`src/rtl/masked_pixel_to_bgr24_converter_assert.svh`:
```
// assertion macros of the converter, used by the back part
`ifndef MASKED_PIXEL_TO_BGR24_CONVERTER_ASSERT_SVH
`define MASKED_PIXEL_TO_BGR24_CONVERTER_ASSERT_SVH

// same-cycle implication, checked outside reset
`define MPBGR_ASSERT_NOW(label, ante, cons, msg) \
  label: assert property (@(posedge clk) disable iff (rst) (ante) |-> (cons)) \
    else $error(msg);

// next-cycle implication, checked outside reset
`define MPBGR_ASSERT_NEXT(label, ante, cons, msg) \
  label: assert property (@(posedge clk) disable iff (rst) (ante) |=> (cons)) \
    else $error(msg);

`endif

```
`src/rtl/mpbgr_pkg.sv`:
```
// types, constants and helper functions of the pixel to bgr24 converter
package mpbgr_pkg;

  localparam int unsigned PALETTE_ENTRIES_DEFAULT = 256;
  localparam int unsigned NUM_CHANNELS = 3;
  localparam int unsigned CH_BLUE  = 0;
  localparam int unsigned CH_GREEN = 1;
  localparam int unsigned CH_RED   = 2;
  localparam int unsigned QUEUE_DEPTH = 2;
  localparam int unsigned DIV_STEPS = 8;

  // configuration register indexes
  localparam logic [2:0] REG_PIXEL_BITS  = 3'd0;
  localparam logic [2:0] REG_PALETTED    = 3'd1;
  localparam logic [2:0] REG_RED_MASK    = 3'd2;
  localparam logic [2:0] REG_GREEN_MASK  = 3'd3;
  localparam logic [2:0] REG_BLUE_MASK   = 3'd4;

  // item kinds
  localparam logic KIND_PIXEL   = 1'b0;
  localparam logic KIND_PALETTE = 1'b1;

  typedef struct packed {
    logic [5:0]                        pixel_bits;
    logic                              paletted;
    logic [NUM_CHANNELS-1:0][5:0]      shift;
    logic [NUM_CHANNELS-1:0][7:0]      fmask;
  } cfg_t;

  // one classified pixel between front and back
  typedef struct packed {
    logic                              is_pal;
    logic                              eol;
    logic [NUM_CHANNELS-1:0][15:0]     num;
    logic [NUM_CHANNELS-1:0][7:0]      div;
  } entry_t;

  typedef enum logic [1:0] {
    BK_IDLE,
    BK_DIVIDE,
    BK_DONE
  } back_state_t;

  // trailing zero count, 32 for an empty mask
  function automatic logic [5:0] trailing_zeros(input logic [31:0] mask);
    logic [31:0] x;
    logic [5:0]  n;
    x = mask;
    n = 6'd0;
    if (mask == 32'd0) begin
      n = 6'd32;
    end else begin
      if (x[15:0] == 16'd0) begin
        n = n + 6'd16;
        x = x >> 16;
      end
      if (x[7:0] == 8'd0) begin
        n = n + 6'd8;
        x = x >> 8;
      end
      if (x[3:0] == 4'd0) begin
        n = n + 6'd4;
        x = x >> 4;
      end
      if (x[1:0] == 2'd0) begin
        n = n + 6'd2;
        x = x >> 2;
      end
      if (x[0] == 1'b0) begin
        n = n + 6'd1;
      end
    end
    return n;
  endfunction

  // shifted mask capped at 255
  function automatic logic [7:0] field_mask(input logic [31:0] mask);
    logic [31:0] m;
    m = mask >> trailing_zeros(mask);
    return (m > 32'd255) ? 8'hFF : m[7:0];
  endfunction

endpackage

```
`src/rtl/mpbgr_queue.sv`:
```
// short queue of divide jobs between front and back
module mpbgr_queue (
  input  logic               clk,
  input  logic               rst,
  input  logic               push_valid,
  output logic               push_ready,
  input  mpbgr_pkg::entry_t  push_entry,
  output logic               pop_valid,
  input  logic               pop,
  output mpbgr_pkg::entry_t  pop_entry
);
  import mpbgr_pkg::*;

  localparam int unsigned PTR_W = (QUEUE_DEPTH > 1) ? $clog2(QUEUE_DEPTH) : 1;
  localparam int unsigned CNT_W = $clog2(QUEUE_DEPTH + 1);

  entry_t             slots [QUEUE_DEPTH];
  logic [PTR_W-1:0]   wr_ptr;
  logic [PTR_W-1:0]   rd_ptr;
  logic [CNT_W-1:0]   count;
  logic               do_push;
  logic               do_pop;

  assign push_ready = count != CNT_W'(QUEUE_DEPTH);
  assign pop_valid  = count != '0;
  assign do_push    = push_valid && push_ready;
  assign do_pop     = pop && pop_valid;
  assign pop_entry  = slots[rd_ptr];

  always_ff @(posedge clk) begin
    if (do_push) begin
      slots[wr_ptr] <= push_entry;
    end
  end

  always_ff @(posedge clk) begin
    if (rst) begin
      wr_ptr <= '0;
      rd_ptr <= '0;
      count  <= '0;
    end else begin
      if (do_push) begin
        wr_ptr <= (wr_ptr == PTR_W'(QUEUE_DEPTH - 1)) ? '0 : wr_ptr + 1'b1;
      end
      if (do_pop) begin
        rd_ptr <= (rd_ptr == PTR_W'(QUEUE_DEPTH - 1)) ? '0 : rd_ptr + 1'b1;
      end
      if (do_push && !do_pop) begin
        count <= count + 1'b1;
      end else if (do_pop && !do_push) begin
        count <= count - 1'b1;
      end
    end
  end

endmodule

```
`config.mk`:
```
export PLATFORM = sky130hd
export DESIGN_NAME = mpbgr_queue
export DESIGN_NICKNAME = d
export VERILOG_FILES = /design/src/rtl/masked_pixel_to_bgr24_converter_assert.svh /design/src/rtl/mpbgr_pkg.sv /design/src/rtl/mpbgr_queue.sv
export SDC_FILE = /design/constraint.sdc
export NUM_CORES = 1
export LEC_CHECK = 0
export BUFFER_PORTS_ARGS = -buffer_cell sky130_fd_sc_hd__buf_2
export CAP_MARGIN = 20
export CORE_MARGIN = 5
export CORE_UTILIZATION = 30
export DETAILED_ROUTE_END_ITERATION = 8
export SYNTH_ARGS = -nofsm -noshare
export SYNTH_HDL_FRONTEND = slang
export SYNTH_SLANG_ARGS = --single-unit
```
`constraint.sdc`:
```
create_clock -name clk -period 3.88 [get_ports clk]
set_input_delay 0.582 -clock clk [delete_from_list [all_inputs] [get_ports clk]]
set_output_delay 0.582 -clock clk [all_outputs]
set_load 0.1 [all_outputs]
```
==> metrics.txt <==
# TYPE chip_impl_metric gauge
chip_impl_metric{name="chipWidth",unit="µm"} 146
chip_impl_metric{name="synthSimpleGateAreaFrac",unit=""} 0.00897
chip_impl_metric{name="timing_hold_violations_final",unit=""} 0
chip_impl_metric{name="synthesis.nets",unit=""} 333
chip_impl_metric{name="synth_area_in_compound_gates",unit=""} 0.00538
chip_impl_metric{name="first_iter_violations",unit=""} 94
chip_impl_metric{name="number_of_vias_in_the_routed_layout",unit=""} 2889
chip_impl_metric{name="synth_area",unit="µm²"} 5580
chip_impl_info{name="synth.area.top_cells",value="edfxtp_1 80%, mux2_2 15%, dfxtp_1 1.8%, buf_6 1.2%, xor2_1 0.47%"} 1
chip_impl_metric{name="period_needed",unit="ns"} 2.83
chip_impl_metric{name="worst_skew_pair.late_latency",unit="ns"} 0.41
chip_impl_metric{name="synthAdderAreaFrac",unit=""} 0.00224
chip_impl_metric{name="number_of_global_route_vias_before_repair",unit=""} 3264
chip_impl_metric{name="yosysWarnings",unit=""} 0
chip_impl_metric{name="wl",unit="µm"} 10900
chip_impl_metric{name="place.detailed.hpwl",unit="µm"} 6840
chip_impl_metric{name="rr_worst_depth",unit=""} 4
chip_impl_metric{name="seq_area_frac_synth",unit=""} 0.814
chip_impl_info{name="dominant_combinational_cell_family_by_area_after_synthesis",value="multiplexers"} 1
chip_impl_info{name="largest_area_contributor_in_the_netlist",value="edfxtp_1"} 1
chip_impl_info{name="tritoncts",value="yes"} 1
chip_impl_metric{name="die_height",unit="µm"} 146
chip_impl_metric{name="post_synth_inst_count",unit=""} 254
chip_impl_metric{name="clock_pin_slew_reported_for_the_worst_setup_and_hold_paths_after_clock_tree_synthesis",unit="ns"} 0.06
chip_impl_info{name="category_of_the_most_critical_setup_path",value="register to output pin"} 1
chip_impl_info{name="min_delay_worst_endpoint",value="slots[1][35]"} 1
chip_impl_metric{name="whs_path_depth",unit=""} 1
chip_impl_metric{name="cts.sink_count",unit=""} 153
chip_impl_metric{name="synth.ff_latch_count",unit=""} 153
chip_impl_info{name="hold_path.class",value="input port to register"} 1
chip_impl_metric{name="clock_path_buffers",unit=""} 2
chip_impl_metric{name="insertedDiodeCount",unit=""} 0
chip_impl_info{name="hold_path_startpoint",value="push_entry[35]"} 1
chip_impl_metric{name="multiplexer_fraction_of_the_synthesized_cell_area",unit=""} 0.149
chip_impl_metric{name="floorplan.die_area",unit="µm²"} 21400
chip_impl_metric{name="floorplan.io_pins",unit=""} 154
chip_impl_info{name="reg2reg_to",value="slots[0][32]"} 1
chip_impl_metric{name="worstMarginPinSlew",unit="ns"} 1.05
chip_impl_info{name="endpoint_kind",value="output pin"} 1
chip_impl_info{name="cts_root_buffer",value="clkbuf_16"} 1
chip_impl_metric{name="antenna_found_initial",unit=""} 1
chip_impl_metric{name="cts-hold-fix-buffers",unit=""} 0
chip_impl_metric{name="fp-row-count",unit=""} 49
chip_impl_metric{name="fp.coreArea",unit="µm²"} 18100
chip_impl_metric{name="wire_length_of_the_first_global_routing_pass",unit="µm"} 17400
chip_impl_metric{name="timing.clock.skew",unit="ns"} 0.00735
chip_impl_metric{name="drive_above_1_share",unit=""} 0.598
chip_impl_metric{name="drtPass1Iterations",unit=""} 4
chip_impl_metric{name="grt_max_degree",unit=""} 75
chip_impl_metric{name="final_weighted_congestion_in_routability_driven_placement",unit=""} 0.711
chip_impl_metric{name="final.setup.tns",unit="ns"} 0
chip_impl_metric{name="share_of_the_cycle_needed_by_the_critical_path_after_routing",unit=""} 0.729
chip_impl_metric{name="cts_htree_levels",unit=""} 4
chip_impl_metric{name="number_of_clock_buffers_inserted_by_tritoncts",unit=""} 17
chip_impl_metric{name="syn_to_final_growth",unit="%"} 27.7
chip_impl_info{name="grt_setup_unrepaired",value="false"} 1
chip_impl_metric{name="critPathMaxFanout",unit=""} 74
chip_impl_metric{name="cts_resized",unit=""} 0
chip_impl_info{name="worst_r2r_startpoint",value="count[0]"} 1
chip_impl_metric{name="placed_cell_area",unit="µm²"} 6580
chip_impl_info{name="status",value="completed"} 1
chip_impl_metric{name="drc_errors",unit=""} 0
chip_impl_metric{name="cp_data_arrival_time",unit="ns"} 2.25
chip_impl_metric{name="grt-ovfl-total",unit=""} 0
chip_impl_metric{name="achievable-frequency",unit="MHz"} 353
chip_impl_metric{name="syn_area_per_cell",unit="µm²"} 22.0
chip_impl_metric{name="floorplan.initialDensity",unit=""} 0.308
chip_impl_metric{name="yosys.cell_types.count",unit=""} 19
chip_impl_metric{name="synth_xor_xnor_area_share",unit=""} 0.00471
chip_impl_metric{name="regToRegSetupSlack",unit="ns"} 1.71
chip_impl_metric{name="gr-usage-all-layers",unit=""} 0.105
chip_impl_metric{name="drv.max_cap_violation_count",unit=""} 0
chip_impl_metric{name="postRouteAntennaNets",unit=""} 0
chip_impl_metric{name="worstPathRequired",unit="ns"} 3.30
chip_impl_metric{name="placement.io_buffers",unit=""} 153
chip_impl_metric{name="vias_per_cell",unit=""} 4.36
chip_impl_metric{name="total_nets_final",unit=""} 500
chip_impl_info{name="kind_of_start_point_of_the_critical_path",value="register"} 1
chip_impl_metric{name="slew_viol_final",unit=""} 0
chip_impl_metric{name="final_core_util",unit=""} 0.393
chip_impl_metric{name="synth_top_cell_area_share",unit=""} 0.796
chip_impl_metric{name="max_slew_margin",unit=""} 0.302
chip_impl_metric{name="wire_per_inst",unit="µm"} 16.4
chip_impl_metric{name="setup_viol",unit=""} 0
chip_impl_metric{name="finish.instance_area",unit="µm²"} 7120
chip_impl_metric{name="cts.repair_timing.setup_buffer_count",unit=""} 0
placed cells by master, fill, tap and decap left out:
cell / instances
clkinv_2: 4
dfxtp_4: 1
nor2_1: 3
dfxtp_1: 4
ha_1: 1
edfxtp_1: 148
nand2b_1: 1
mux2_2: 74
clkinv_1: 4
clkbuf_1: 3
a21oi_1: 2
bufinv_16: 1
a21bo_2: 1
buf_16: 1
or2_2: 1
and2_1: 1
and3_4: 1
nand3b_1: 1
or3_1: 1
clkbuf_16: 17
o21ai_0: 2
clkinvlp_4: 3
buf_2: 153
buf_4: 2
xor2_1: 3
worst max-delay path, cell delays in order, from the launching register on:
cell and delay (ns):
dfxtp_4 1.05, mux2_2 0.33, buf_2 0.43
worst max-delay path by stage:
stage | from | slack [ns] | endpoint | cells past startpoint
after floorplan | count[0] | 0.29 | slots[1][0] | 2
after global placement | register | 1.45 | pop_entry[50] | 2
after detailed placement | register | 1.41 | pop_entry[50] | 2
after CTS | register | 0.96 | pop_entry[50] | 2
after global routing | register | 0.91 | pop_entry[50] | 2
final | register | 1.05 | pop_entry[42] | 2
cell usage after synthesis:
master,number
edfxtp_1,148
mux2_2,74
buf_6,6
dfxtp_1,5
nor2_1,3
xor2_1,3
a21oi_1,2
o21ai_0,2
a21bo_2,1
and2_1,1
and3_1,1
buf_2,1
buf_4,1
ha_1,1
inv_1,1
nand2b_1,1
nand3b_1,1
or2_2,1
or3_1,1
cells by family (layout without fill, tap and decap cells):
family | count (synthesis) | after routing
AOI/OAI and AO/OA | 5 | 5
and+or+nand+nor | 9 | 9
buffers and inverters | 9 | 188
xor gates and xnor gates | 3 | 3
DFF | 153 | 153
adders and majority gates | 1 | 1
muxes | 74 | 74
per-layer routing:
layer | global-route usage | wire length (µm)
met2 | 0.172 | 5300
met3 | 0.0443 | 821
met1 | 0.120 | 4580
met5 | 0 | 18
met4 | 0.0452 | 155
cell type report:
type                       instances  area (µm²)
clock buffer                      20         437
clock inverter                    11        82.6
fill                            1679       11000
inverter                           1        5.00
multi-input combinational         92         957
sequential                       153        4550
tap                              229         287
timing repair buffer             156         808
state kept, by name (all words and copies together) (netlist names), named ones only:
name and flops:
count 2, rd_ptr 1, slots 148, wr_ptr 1
stage by stage:
step	hold WS (ns)	setup WS, ns	cells
2_1_floorplan	0.471	0.294	254
3_3_place_gp	0.489	1.45	630
3_5_place_dp	0.490	1.41	630
4_1_cts	0.333	0.962	661
5_1_grt	0.331	0.908	662
6_report	0.362	1.05	662
Power is not shown: default switching activity piles up to over one toggle a cycle in this logic, so the estimate is an artifact.
