<file path="config.mk">
export PLATFORM = sky130hd
export DESIGN_NAME = mpbgr_back
export DESIGN_NICKNAME = d
export VERILOG_FILES = /design/src/rtl/mpbgr_pkg.sv /design/src/rtl/mpbgr_back.sv
export VERILOG_INCLUDE_DIRS = /design/src /design/src/rtl
export SDC_FILE = /design/constraint.sdc
export NUM_CORES = 1
export LEC_CHECK = 0
export CAP_MARGIN = 10
export CORE_MARGIN = 1
export CORE_UTILIZATION = 24
export CTS_CLUSTER_SIZE = 25
export DETAILED_ROUTE_END_ITERATION = 10
export DONT_BUFFER_PORTS = 1
export PLACE_DENSITY = 0.34
export SLEW_MARGIN = 20
export SYNTH_ARGS = -nofsm -noshare
export SYNTH_HDL_FRONTEND = slang
export SYNTH_SLANG_ARGS = --single-unit
export TNS_END_PERCENT = 100
</file>
<file path="constraint.sdc">
create_clock -name clk -period 5.57 [get_ports clk]
set_clock_uncertainty 0.2 [all_clocks]
set_input_delay 1.114 -clock clk [delete_from_list [all_inputs] [get_ports clk]]
set_output_delay 1.114 -clock clk [all_outputs]
set_load 0.02 [all_outputs]
</file>
<file path="src/rtl/masked_pixel_to_bgr24_converter_assert.svh">
// assertion macros of the converter, used by the back part
`ifndef MASKED_PIXEL_TO_BGR24_CONVERTER_ASSERT_SVH
`define MASKED_PIXEL_TO_BGR24_CONVERTER_ASSERT_SVH

// same-cycle implication, checked outside reset
`define MPBGR_ASSERT_NOW(label, ante, cons, msg) \
  label: assert property (@(posedge clk) disable iff (rst) (ante) |-> (cons)) \
    else $error(msg);

// next-cycle implication, checked outside reset
`define MPBGR_ASSERT_NEXT(label, ante, cons, msg) \
  label: assert property (@(posedge clk) disable iff (rst) (ante) |=> (cons)) \
    else $error(msg);

`endif

</file>
<file path="src/rtl/mpbgr_pkg.sv">
// types, constants and helper functions of the pixel to bgr24 converter
package mpbgr_pkg;

  localparam int unsigned PALETTE_ENTRIES_DEFAULT = 256;
  localparam int unsigned NUM_CHANNELS = 3;
  localparam int unsigned CH_BLUE  = 0;
  localparam int unsigned CH_GREEN = 1;
  localparam int unsigned CH_RED   = 2;
  localparam int unsigned QUEUE_DEPTH = 2;
  localparam int unsigned DIV_STEPS = 8;

  // configuration register indexes
  localparam logic [2:0] REG_PIXEL_BITS  = 3'd0;
  localparam logic [2:0] REG_PALETTED    = 3'd1;
  localparam logic [2:0] REG_RED_MASK    = 3'd2;
  localparam logic [2:0] REG_GREEN_MASK  = 3'd3;
  localparam logic [2:0] REG_BLUE_MASK   = 3'd4;

  // item kinds
  localparam logic KIND_PIXEL   = 1'b0;
  localparam logic KIND_PALETTE = 1'b1;

  typedef struct packed {
    logic [5:0]                        pixel_bits;
    logic                              paletted;
    logic [NUM_CHANNELS-1:0][5:0]      shift;
    logic [NUM_CHANNELS-1:0][7:0]      fmask;
  } cfg_t;

  // one classified pixel between front and back
  typedef struct packed {
    logic                              is_pal;
    logic                              eol;
    logic [NUM_CHANNELS-1:0][15:0]     num;
    logic [NUM_CHANNELS-1:0][7:0]      div;
  } entry_t;

  typedef enum logic [1:0] {
    BK_IDLE,
    BK_DIVIDE,
    BK_DONE
  } back_state_t;

  // trailing zero count, 32 for an empty mask
  function automatic logic [5:0] trailing_zeros(input logic [31:0] mask);
    logic [31:0] x;
    logic [5:0]  n;
    x = mask;
    n = 6'd0;
    if (mask == 32'd0) begin
      n = 6'd32;
    end else begin
      if (x[15:0] == 16'd0) begin
        n = n + 6'd16;
        x = x >> 16;
      end
      if (x[7:0] == 8'd0) begin
        n = n + 6'd8;
        x = x >> 8;
      end
      if (x[3:0] == 4'd0) begin
        n = n + 6'd4;
        x = x >> 4;
      end
      if (x[1:0] == 2'd0) begin
        n = n + 6'd2;
        x = x >> 2;
      end
      if (x[0] == 1'b0) begin
        n = n + 6'd1;
      end
    end
    return n;
  endfunction

  // shifted mask capped at 255
  function automatic logic [7:0] field_mask(input logic [31:0] mask);
    logic [31:0] m;
    m = mask >> trailing_zeros(mask);
    return (m > 32'd255) ? 8'hFF : m[7:0];
  endfunction

endpackage

</file>
<file path="src/rtl/mpbgr_back.sv">
// back part: per-channel radix-2 dividers and the result register
`include "masked_pixel_to_bgr24_converter_assert.svh"

module mpbgr_back (
  input  logic               clk,
  input  logic               rst,
  input  logic               pop_valid,
  output logic               pop,
  input  mpbgr_pkg::entry_t  pop_entry,
  output logic               result_valid,
  input  logic               result_stall,
  output logic [7:0]         out_blue,
  output logic [7:0]         out_green,
  output logic [7:0]         out_red,
  output logic               line_end_out
);
  import mpbgr_pkg::*;

  localparam int unsigned STEP_W = $clog2(DIV_STEPS);

  back_state_t                        state;
  back_state_t                        state_next;
  logic [STEP_W-1:0]                  step;
  logic                               out_free;
  logic                               load_out;
  logic                               eol;
  logic [NUM_CHANNELS-1:0][7:0]       rem;
  logic [NUM_CHANNELS-1:0][7:0]       quo;
  logic [NUM_CHANNELS-1:0][7:0]       lo;
  logic [NUM_CHANNELS-1:0][7:0]       div;
  logic [NUM_CHANNELS-1:0]            dz;
  logic [NUM_CHANNELS-1:0][8:0]       rem2;
  logic [NUM_CHANNELS-1:0]            ge;
  logic [NUM_CHANNELS-1:0][7:0]       rem_sub;
  logic [NUM_CHANNELS-1:0][7:0]       res;

  assign out_free = !result_valid || !result_stall;

  always_comb begin
    state_next = state;
    case (state)
      BK_IDLE: begin
        if (pop_valid) begin
          state_next = pop_entry.is_pal ? BK_DONE : BK_DIVIDE;
        end
      end
      BK_DIVIDE: begin
        if (step == '0) begin
          state_next = BK_DONE;
        end
      end
      BK_DONE: begin
        if (out_free) begin
          state_next = BK_IDLE;
        end
      end
      default: state_next = BK_IDLE;
    endcase
  end

  always_comb begin
    pop      = 1'b0;
    load_out = 1'b0;
    case (state)
      BK_IDLE:   pop = pop_valid;
      BK_DIVIDE: pop = 1'b0;
      BK_DONE:   load_out = out_free;
      default: begin
        pop      = 1'b0;
        load_out = 1'b0;
      end
    endcase
  end

  // one restoring step per lane
  always_comb begin
    for (int c = 0; c < NUM_CHANNELS; c++) begin
      rem2[c]    = {rem[c], lo[c][7]};
      ge[c]      = rem2[c] >= {1'b0, div[c]};
      rem_sub[c] = 8'(rem2[c] - {1'b0, div[c]});
      res[c]     = dz[c] ? 8'h00 : quo[c];
    end
  end

  always_ff @(posedge clk) begin
    if (rst) begin
      state        <= BK_IDLE;
      result_valid <= 1'b0;
    end else begin
      state <= state_next;
      if (load_out) begin
        result_valid <= 1'b1;
      end else if (!result_stall) begin
        result_valid <= 1'b0;
      end
    end
  end

  always_ff @(posedge clk) begin
    if (pop) begin
      eol  <= pop_entry.eol;
      step <= STEP_W'(DIV_STEPS - 1);
      for (int c = 0; c < NUM_CHANNELS; c++) begin
        div[c] <= pop_entry.div[c];
        if (pop_entry.is_pal) begin
          quo[c] <= pop_entry.num[c][7:0];
          dz[c]  <= 1'b0;
        end else begin
          quo[c] <= 8'h00;
          dz[c]  <= pop_entry.div[c] == 8'h00;
        end
        rem[c] <= pop_entry.num[c][15:8];
        lo[c]  <= pop_entry.num[c][7:0];
      end
    end else if (state == BK_DIVIDE) begin
      step <= step - 1'b1;
      for (int c = 0; c < NUM_CHANNELS; c++) begin
        rem[c] <= ge[c] ? rem_sub[c] : rem2[c][7:0];
        quo[c] <= {quo[c][6:0], ge[c]};
        lo[c]  <= {lo[c][6:0], 1'b0};
      end
    end
  end

  always_ff @(posedge clk) begin
    if (load_out) begin
      out_blue     <= res[CH_BLUE];
      out_green    <= res[CH_GREEN];
      out_red      <= res[CH_RED];
      line_end_out <= eol;
    end
  end

  `MPBGR_ASSERT_NOW(a_pop_only_idle, pop, state == BK_IDLE, "job taken outside idle")
  `MPBGR_ASSERT_NOW(a_rem_below_div, (state == BK_DIVIDE) && !dz[CH_RED], rem[CH_RED] < div[CH_RED], "red remainder reached divisor")
  `MPBGR_ASSERT_NEXT(a_done_loads, (state == BK_DONE) && out_free, result_valid, "finished pixel not presented")

endmodule

</file>
==> flow_summary_export.csv, run 1 <==
group,metric,value,unit
critical_path,required,4260,ps
cts,cts_hold_buffers,0,
floorplanning,rows,60,
critical_path,r2r-start,"state[1]$_SDFFE_PP0P_",
floorplanning,die_w,167.0,µm
sta,fmax,312.2,MHz
global_route,grt_pass1_wl,25400,µm
logic_synthesis,ys_seq_elements,131,
sta,min_period_over_period,0.5751,
cts,clock_sinks,131,
sta,period_needed,3203,ps
detailed_routing,drt_pre_antenna_iters,4,
floorplanning,core_region_area,0.02680,mm²
detailed_routing,drc,0,
cts,cts_setup_buffers,0,
critical_path,crit_path_end_kind,"output port",
worst_hold_path,hp-start,"eol$_DFFE_PP_",
cts,insertion_delay,420,ps
floorplanning,die_y,167.0,µm
global_route,grt_remaining_overflow,0,
cts,cts_buffers,17,
logic_synthesis,synth_nets,686,
job,drv_cap,0,
cells_and_area,fin_nets,691,
detailed_routing,ant_nets,0,
pwr,p_seq_frac,0.408,
global_route,grt_usage,0.1206,
run_status,status,"completed",
cells_and_area,nFillCells,2747,
worst_hold_path,hp-class,"flip-flop to flip-flop",
logic_synthesis,ys_seq_area_frac,0.5930,
sta,tns,0,ps
logic_synthesis,synthTopCellsByCount,"nand2_1, edfxtp_1, inv_1, nor2_1, nor2b_1",
place,globalplace.congestion,0.7582,
critical_path,cp-start-kind,"flip-flop",
critical_path,r2r_end,"quo[0]$_DFFE_PP_",
cells_and_area,finalInstanceArea,0.007546,mm²
logic_synthesis,syn_inst,579,
sta,hold_viol,0,
pwr,internal-power,0.002309,W
pwr,p_leak,2.951,nW
place,place_area,0.006927,mm²
floorplanning,boundaryPins,105,
pwr,p_per_area,433.9,mW/mm²
logic_synthesis,synth-edff-count,125,
worst_hold_path,worstHoldPathCells,0,
place,dp_hpwl,10830,µm
global_route,grt_pass1_vias,4277,
pwr,comb_power_share,0.239,
logic_synthesis,synth-main-ff-cell,"edfxtp_1",
cells_and_area,area_growth,15.51,%
global_route,grt_max_degree,76,
critical_path,worstPathMaxFanout,57,
pwr,p_sw,0.0009649,W
detailed_routing,wl_per_cell,17.22,µm
place,dp_slack,2424,ps
pwr,ir_worst_vdd,0.1746,mV
cells_and_area,drive_gt1_frac,0.09213,
critical_path,worstSetupPathType,"flip-flop to output port",
cts,cts_tree,"yes",
logic_synthesis,synth_top_cells_by_area,"edfxtp_1, nand2_1, ha_1, nor2b_1, mux2i_1",
critical_path,reg2regPathDepth,6,
pwr,power.total,0.003274,W
worst_hold_path,min_to,"line_end_out$_DFFE_PP_",
logic_synthesis,yosys_warnings,0,
cts,cts_root_buf,"clkbuf_16",
sta,grt_setup_unrepaired,"false",
floorplanning,initial_utilization,0.2437,
cts,clkTransAtPathRegs,60,ps
logic_synthesis,yosys.area.top_type_share,0.5746,
critical_path,reg2reg_slack,2750,ps
sta,tightest_slew,969.5,ps
place,port_buffers,0,
logic_synthesis,async_flop_share,0,
sta,slew_violations,0,
cts,clockBufferDepth,2,
detailed_routing,via_per_inst,4.492,
detailed_routing,wl,16170,µm
logic_synthesis,yosysTopAreaCell,"edfxtp_1",
detailed_routing,dr.first_iter.drc_count,290,
global_route,antenna_found_initial,2,
pwr,switching_share,0.2947,
logic_synthesis,syn_avg_cell_area,11.28,µm²
detailed_routing,vias,4218,
sta,fin_ws,2367,ps
floorplanning,dieArea,0.02788,mm²
pwr,pwr-share-clk,0.352,
logic_synthesis,syn_area,0.006533,mm²
critical_path,cp_data_arrival_time,1890,ps
sta,setup_viol,0,
cts,htreeDepth,4,
logic_synthesis,yosys.cell_types.count,52,
sta,slew_headroom,0.3522,
logic_synthesis,yosysMostFrequentCell,"nand2_1",
cts,ctsResizeCount,0,
registers in the layout, indices dropped and copies added, names as in the netlist, 2 cells and up:
name       count
rem           24
div           24
lo            24
quo           24
out_blue       8
out_green      8
out_red        8
step           3
state          2
dz             3
per-layer routing:
| metal | up-vias | global-route usage | share of wire |
|---|---|---|---|
| li1 | 2072 | - | - |
| met1 | 2044 | 0.1633 | 0.49 |
| met2 | 83 | 0.1801 | 0.45 |
| met3 | 17 | 0.03992 | 0.052 |
| met4 | 2 | 0.03865 | 0.012 |
| met5 | - | 0 | 0.0011 |
through the flow:
step | utilization | hold WS, ps | instances
global placement | 0.2585 | 210.1 | 905
detailed placement | 0.2585 | 207.2 | 905
floorplan | - | 200.3 | 579
CTS | 0.2805 | 221.6 | 937
global route | 0.2816 | 229.8 | 939
finish | 0.2816 | 221.0 | 939
cell families after synthesis:
group,share of synthesized area
AOI/OAI and AO/OA,0.09175
adders and majority gates,0.05899
muxes,0.03141
and+or+nand+nor,0.1785
DFF,0.5930
buffers and inverters,0.03160
xor gates and xnor gates,0.01475
cells in the final DEF (no fill, tap or decap), types with 3 or more instances in the layout:
cell	synthesis	routed
a21oi_1	17	16
and3_1	7	7
nand2_1	132	131
mux2i_1	16	16
o21a_1	8	8
o31a_1	4	4
dfxtp_1	6	6
xnor2_1	9	9
clkbuf_16	0	17
edfxtp_1	125	125
a21o_1	4	4
nand2b_1	5	5
nor2b_1	30	30
inv_1	33	33
ha_1	26	26
bufinv_16	0	3
nor3_1	8	8
a31oi_1	5	4
o21ai_1	3	3
mux2_2	4	4
nor2_1	33	32
buf_4	1	3
nand3_1	28	28
clkinvlp_4	0	3
o21ai_0	16	16
nor4_1	6	6
fa_1	3	3
clkinv_2	0	3
cell type report:
cell class                      count  area (µm²)  share of cell area
Timing Repair Buffer                4       42.54            0.005638
Clock buffer                       18       429.2             0.05687
Inverter                           34       130.1             0.01724
Sequential cell                   131        3874              0.5133
Multi-Input combinational cell    396        2480              0.3286
Antenna cell                        1       2.502           0.0003316
Tap cell                          341       426.7             0.05654
Clock inverter                     14       161.4             0.02139
critical path, stage by stage (launching register included):
cell     delay [ps]
dfxtp_1         390
nor2_1          370
nand2_2         140
inv_4           530
worst max-delay path by stage:
stage,endpoint,cells past startpoint,startpoint,slack (ps)
2_1_floorplan,lo[0]$_SDFFCE_PN0P_,2,pop_valid,600
3_3_place_gp,quo[0]$_DFFE_PP_,5,pop_valid,2450
3_5_place_dp,quo[0]$_DFFE_PP_,5,pop_valid,2420
4_1_cts,pop,3,state[1]$_SDFFE_PP0P_,2370
5_1_grt,pop,3,state[1]$_SDFFE_PP0P_,2230
6_report,pop,3,state[1]$_SDFFE_PP0P_,2370
power by group through the flow:
stage	sequential (W)	clock, W	combinational [W]
after CTS	0.00134	0.00119	0.000792
after global routing	0.00135	0.00123	0.000885
after floorplan	0.00134	0	0.000641
final	0.00134	0.00115	0.000783
after global placement	0.00136	0	0.000784
after detailed placement	0.00136	0	0.000787
(Power assumes the default switching activity.)
==> run 2: changes to the inputs <==
Clock period 5.57 ns to 3.2 ns, I/O delays scaled along.
==> run 2 against run 1 <==
Effect of this change:
- core utilization is 0.22 points higher
- sequential cell count stayed put
- global-route usage is 0.24 points lower
- cell count rose by 0.85%
- sequential power grew 74%
- via count is 0.52% higher
==> flow_summary_export.csv, run 2 (synthesis gave the netlist of run 1 again) <==
group,metric,value,unit
run_status,status,"completed",
cts,insertion_delay,420,ps
critical_path,worstSetupPathType,"flip-flop to flip-flop",
place,globalplace.congestion,0.8063,
pwr,p_leak,2.989,nW
floorplanning,die_w,167.0,µm
floorplanning,dieArea,0.02788,mm²
pwr,ir_worst_vdd,0.2311,mV
critical_path,r2r-start,"rem[18]$_DFFE_PP_",
sta,period_needed,2968,ps
global_route,met3_usage,0.03303,
pwr,p_per_area,736.1,mW/mm²
detailed_routing,wl_per_cell,16.94,µm
cts,cts_buffers,17,
cts,cts_hold_buffers,0,
global_route,met1_usage,0.1551,
sta,min_period_over_period,0.9274,
floorplanning,boundaryPins,105,
critical_path,cp-start-kind,"flip-flop",
cts,clkTransAtPathRegs,70,ps
global_route,grt-busiest-layer,"met2",
sta,fmax,337.0,MHz
critical_path,reg2reg_slack,230,ps
cells_and_area,drive_gt1_frac,0.1058,
cts,ctsResizeCount,0,
sta,hold_viol,0,
detailed_routing,vias,4240,
detailed_routing,drt_pre_antenna_iters,4,
floorplanning,initial_utilization,0.2437,
global_route,grt_usage,0.1182,
detailed_routing,ant_nets,0,
cts,clock_sinks,131,
worst_hold_path,min_to,"result_valid$_SDFFE_PP0P_",
floorplanning,core_region_area,0.02680,mm²
global_route,use_met2,0.1848,
sta,hold-worst-slack,86.53,ps
cells_and_area,fin_nets,699,
sta,slew_violations,0,
cts,cts_setup_buffers,0,
detailed_routing,drc,0,
detailed_routing,dr.first_iter.drc_count,208,
floorplanning,die_y,167.0,µm
cts,clockBufferDepth,2,
worst_hold_path,hp-class,"input pin to flip-flop",
worst_hold_path,worstHoldPathCells,1,
floorplanning,rows,60,
critical_path,r2r_end,"rem[20]$_DFFE_PP_",
detailed_routing,wl,16040,µm
sta,tns,0,ps
critical_path,required,3170,ps
detailed_routing,via_per_inst,4.477,
global_route,grt_max_degree,65,
global_route,grt_pass1_vias,4246,
critical_path,cp_data_arrival_time,2940,ps
cts,cts_tree,"yes",
worst_hold_path,hp-start,"rst",
critical_path,reg2regPathDepth,7,
critical_path,worstPathMaxFanout,11,
cts,htreeDepth,4,
sta,tightest_slew,1109,ps
cells_and_area,final_common_cell,"nand2_1",
place,port_buffers,0,
cells_and_area,mostFrequentLayoutCells,"nand2_1, edfxtp_1, inv_1",
cts,cts_root_buf,"clkbuf_16",
critical_path,crit_path_end_kind,"flip-flop",
global_route,antenna_found_initial,2,
global_route,grt_pass1_wl,24640,µm
place,dp_hpwl,10920,µm
job,drv_cap,0,
sta,grt_setup_unrepaired,"false",
global_route,grt_remaining_overflow,0,
sta,slew_headroom,0.2572,
cells_and_area,area_growth,16.41,%
sta,setup_viol,0,
[run 2: how the worst max path moves through the flow]
stage | from | to | slack (ps) | depth (start not counted)
floorplan | pop_valid | pop | 400 | 3
global placement | rem[18]$_DFFE_PP_ | rem[20]$_DFFE_PP_ | 340 | 7
detailed placement | rem[18]$_DFFE_PP_ | rem[20]$_DFFE_PP_ | 280 | 7
CTS | rem[18]$_DFFE_PP_ | rem[20]$_DFFE_PP_ | 250 | 7
global route | rem[17]$_DFFE_PP_ | rem[21]$_DFFE_PP_ | 110 | 7
finish | rem[18]$_DFFE_PP_ | rem[20]$_DFFE_PP_ | 230 | 7
[run 2: routing by layer]
layer | up-vias | wire (µm)
met4 | 2 | 200
met1 | 2026 | 7804
met5 | - | 17
met3 | 17 | 719
met2 | 100 | 7296
li1 | 2095 | -
[run 2: worst max-delay path, stage by stage (launching register included)]
cell	delay, ps
edfxtp_1	410
ha_1	380
o21a_1	150
o31a_1	190
o41ai_2	110
a31oi_1	900
nor2_1	110
a221o_1	290
[run 2: where the power goes]
| group | total (W) | switching, W | internal, W | leakage, nW |
|---|---|---|---|---|
| registers | 0.00233 | 0.000131 | 0.00220 | 1.27 |
| clock network | 0.00188 | 0.000812 | 0.00107 | 0.267 |
| logic | 0.00139 | 0.000768 | 0.000617 | 1.45 |
| total | 0.00560 | 0.00171 | 0.00389 | 2.99 |
[run 2: through the flow]
stage / total power, W / area (µm²) / cells / worst slack (ps) / utilization
finish: 0.005598 / 7605 / 947 / 232.3 / 0.2838
global route: 0.005922 / 7602 / 946 / 113.5 / 0.2837
CTS: 0.005688 / 7602 / 946 / 247.2 / 0.2837
detailed placement: 0.003762 / 7044 / 914 / 280.6 / 0.2628
global placement: 0.003758 / 7044 / 914 / 338.4 / 0.2628
floorplan: 0.003441 / 6540 / 579 / 396.2 / -
[run 2: final cells by class]
cell class,count,area (µm²)
tap,341,426.7
clock inverter,15,132.6
multi-input combinational,396,2474
fill,2766,19200
sequential,131,3874
clock buffer,17,425.4
antenna,1,2.502
inverter,34,130.1
timing repair buffer,12,140.1
==> run 3: changes to the inputs <==
Settings changed: ABC_AREA from default to 1, SLEW_MARGIN 20 to default.
==> run 3 against run 2 <==
Effect of this change:
- wire length rose by 2.2%
- setup slack improved by 580 ps
- hold slack worse by 2.1 ps
- combinational power rose by 68%
- synthesized cell count up 23%
- sequential share of layout area decreased by 1.2 points
- clock power is essentially flat
- power up 23%
- cell area up 2.5%
- die area rose by 4.2%
- sequential cell count is the same
- largest power group unchanged
==> flow_summary_export.csv, run 3 <==
group,metric,value,unit
global_route,antenna_found_initial,0,
place,place_area,0.007237,mm²
logic_synthesis,synth-main-ff-cell,"edfxtp_1",
cells_and_area,finalInstanceArea,0.007794,mm²
cells_and_area,mostFrequentLayoutCells,"nand2_1, edfxtp_1, inv_1",
place,port_buffers,0,
pwr,switching_share,0.3659,
logic_synthesis,synth-edff-count,125,
place,dp_hpwl,11850,µm
sta,hold_viol,0,
logic_synthesis,synthTopCellsByCount,"nand2_1, edfxtp_1, inv_1, nand3_1, nor2_1",
cts,clkTransAtPathRegs,60,ps
cts,cts_buffers,17,
logic_synthesis,yosysTopAreaCell,"edfxtp_1",
critical_path,crit_path_end_kind,"output port",
pwr,ir_worst_vdd,0.2491,mV
critical_path,worstSetupPathType,"flip-flop to output port",
logic_synthesis,yosys_warnings,0,
pwr,internal-power,0.004382,W
pwr,power.total,0.006910,W
logic_synthesis,syn_area,0.006810,mm²
floorplanning,die_w,170.5,µm
critical_path,worstPathMaxFanout,95,
sta,grt_setup_unrepaired,"false",
pwr,p_sw,0.002529,W
cells_and_area,multi_input_area,0.002432,mm²
global_route,grt_max_degree,96,
cts,cts_tree,"yes",
detailed_routing,drt_pre_antenna_iters,4,
critical_path,cp_data_arrival_time,1550,ps
cells_and_area,area_growth,14.44,%
floorplanning,initial_utilization,0.2445,
cts,cts_hold_buffers,0,
global_route,grt_usage,0.1209,
sta,min_period_over_period,0.7455,
detailed_routing,vias,4676,
detailed_routing,wl_per_cell,14.76,µm
cts,clockBufferDepth,2,
floorplanning,dieArea,0.02905,mm²
global_route,grt_pass1_wl,26380,µm
sta,period_needed,2386,ps
pwr,pwr-share-clk,0.271,
critical_path,worstPathCellList,"inv_1 -> nand2_1 -> nor2_4 -> buf_12",
logic_synthesis,syn_avg_cell_area,9.525,µm²
logic_synthesis,ys_seq_area_frac,0.5688,
sta,slew_violations,0,
critical_path,required,2360,ps
sta,hold-worst-slack,84.48,ps
pwr,p_per_area,886.7,mW/mm²
critical_path,cp-start-kind,"flip-flop",
logic_synthesis,syn_inst,715,
critical_path,cp_slowest_stage_delay,400,ps
worst_hold_path,hp-class,"input pin to flip-flop",
cts,ctsResizeCount,0,
cells_and_area,diodes,0,
cts,insertion_delay,420,ps
detailed_routing,dr.first_iter.drc_count,289,
floorplanning,boundaryPins,105,
pwr,p_leak,3.361,nW
logic_synthesis,synth_nets,822,
cts,cts_root_buf,"clkbuf_16",
sta,tightest_slew,722.9,ps
cts,clock_sinks,131,
logic_synthesis,synth_top_cells_by_area,"edfxtp_1, nand2_1, inv_1, ha_1, nand3_1",
floorplanning,die_y,170.5,µm
cells_and_area,drive_gt1_frac,0.09016,
critical_path,critPathLaunch,"state[0]$_SDFFE_PP0P_",
pwr,p_seq_frac,0.390,
job,drv_cap,0,
global_route,grt_pass1_vias,4839,
logic_synthesis,yosysMostFrequentCell,"nand2_1",
pwr,comb_power_share,0.338,
global_route,grt_remaining_overflow,0,
detailed_routing,via_per_inst,4.213,
critical_path,r2r-start,"lo[7]$_DFFE_PP_",
sta,setup_viol,0,
floorplanning,rows,61,
run_status,status,"completed",
sta,tns,0,ps
critical_path,critPathSlowestCell,"buf_12",
cells_and_area,final_common_cell,"nand2_1",
sta,slew_headroom,0.5175,
logic_synthesis,ys_seq_elements,131,
cts,cts_setup_buffers,0,
cells_and_area,nFillCells,2963,
detailed_routing,ant_nets,0,
place,globalplace.congestion,0.8078,
detailed_routing,drc,0,
sta,fmax,419.2,MHz
logic_synthesis,yosys.cell_types.count,36,
cells_and_area,fin_nets,827,
floorplanning,core_region_area,0.02786,mm²
logic_synthesis,async_flop_share,0,
logic_synthesis,yosys.area.top_type_share,0.5512,
cells_and_area,regArea,0.003874,mm²
worst_hold_path,hp-start,"rst",
detailed_routing,wl,16380,µm
cts,htreeDepth,4,
run 3: changes by cell type in the layout (fill, tap and decap cells not counted), moves of 7 or more:
cell      change
nand3b_1     +18
nand2_1     +104
nor2b_1      -30
inv_1        +69
mux2i_1      -16
nand3_1      +18
o22ai_1      +21
nor2_1       +10
and3_1        -7
o21ai_0      -15
o21a_1        -8
run 3: power by group through the flow:
stage	Clock (W)	Combinational, W	Sequential (W)
after floorplan	0	0.00186	0.00266
after global placement	0	0.00238	0.00273
after detailed placement	0	0.00238	0.00273
after CTS	0.00193	0.00239	0.00270
after global routing	0.00200	0.00274	0.00274
final	0.00187	0.00234	0.00270
run 3: cell type report:
type	instances	share of cell area
Multi-Input combinational cell	460	0.3121
Clock inverter	14	0.01686
Clock buffer	17	0.05458
Timing Repair Buffer	4	0.007064
Sequential cell	131	0.4970
Inverter	106	0.05169
Tap cell	378	0.06068
run 3: path summary, 6_finish.rpt:
check / endpoint / slack (ps) / cells past startpoint
worst min-delay path: result_valid$_SDFFE_PP0P_ / 80 / 1
worst min register to register: line_end_out$_DFFE_PP_ / 220 / 0
worst max register to register: rem[4]$_DFFE_PP_ / 1010 / 10
worst max-delay path: pop / 810 / 4
run 3: cells by family after synthesis:
logic type               count (synthesis)  synth area share
flip-flops                             131            0.5688
AO/OA/AOI/OAI                           35           0.03068
buffers and inverters                  124           0.07551
XOR/XNOR                                 9           0.01158
adder cells (fa/ha/maj)                 29           0.05659
AND/OR/NAND/NOR                        387            0.2568
run 3: metal layers:
| layer | global-route usage | vias up | wire [µm] |
|---|---|---|---|
| li1 | - | 2357 | - |
| met1 | 0.1607 | 2198 | 7889 |
| met2 | 0.1900 | 108 | 7504 |
| met3 | 0.03070 | 13 | 744 |
| met4 | 0.04113 | 0 | 244 |
| met5 | 0 | - | 0 |
run 3: critical path, delay by kind of cell, from the launching register on:
kind,cells,cell delay [ps]
flops,1,320
simple gates,2,290
buf+inv,2,480
run 3: stage by stage:
step                      instances  setup slack (ps)  utilization
final                          1110             814.3       0.2798
after global routing           1110             671.9       0.2798
after CTS                      1110             798.3       0.2798
after detailed placement       1079             861.9       0.2598
after global placement         1079             848.0       0.2598
after floorplan                 715             628.2            -
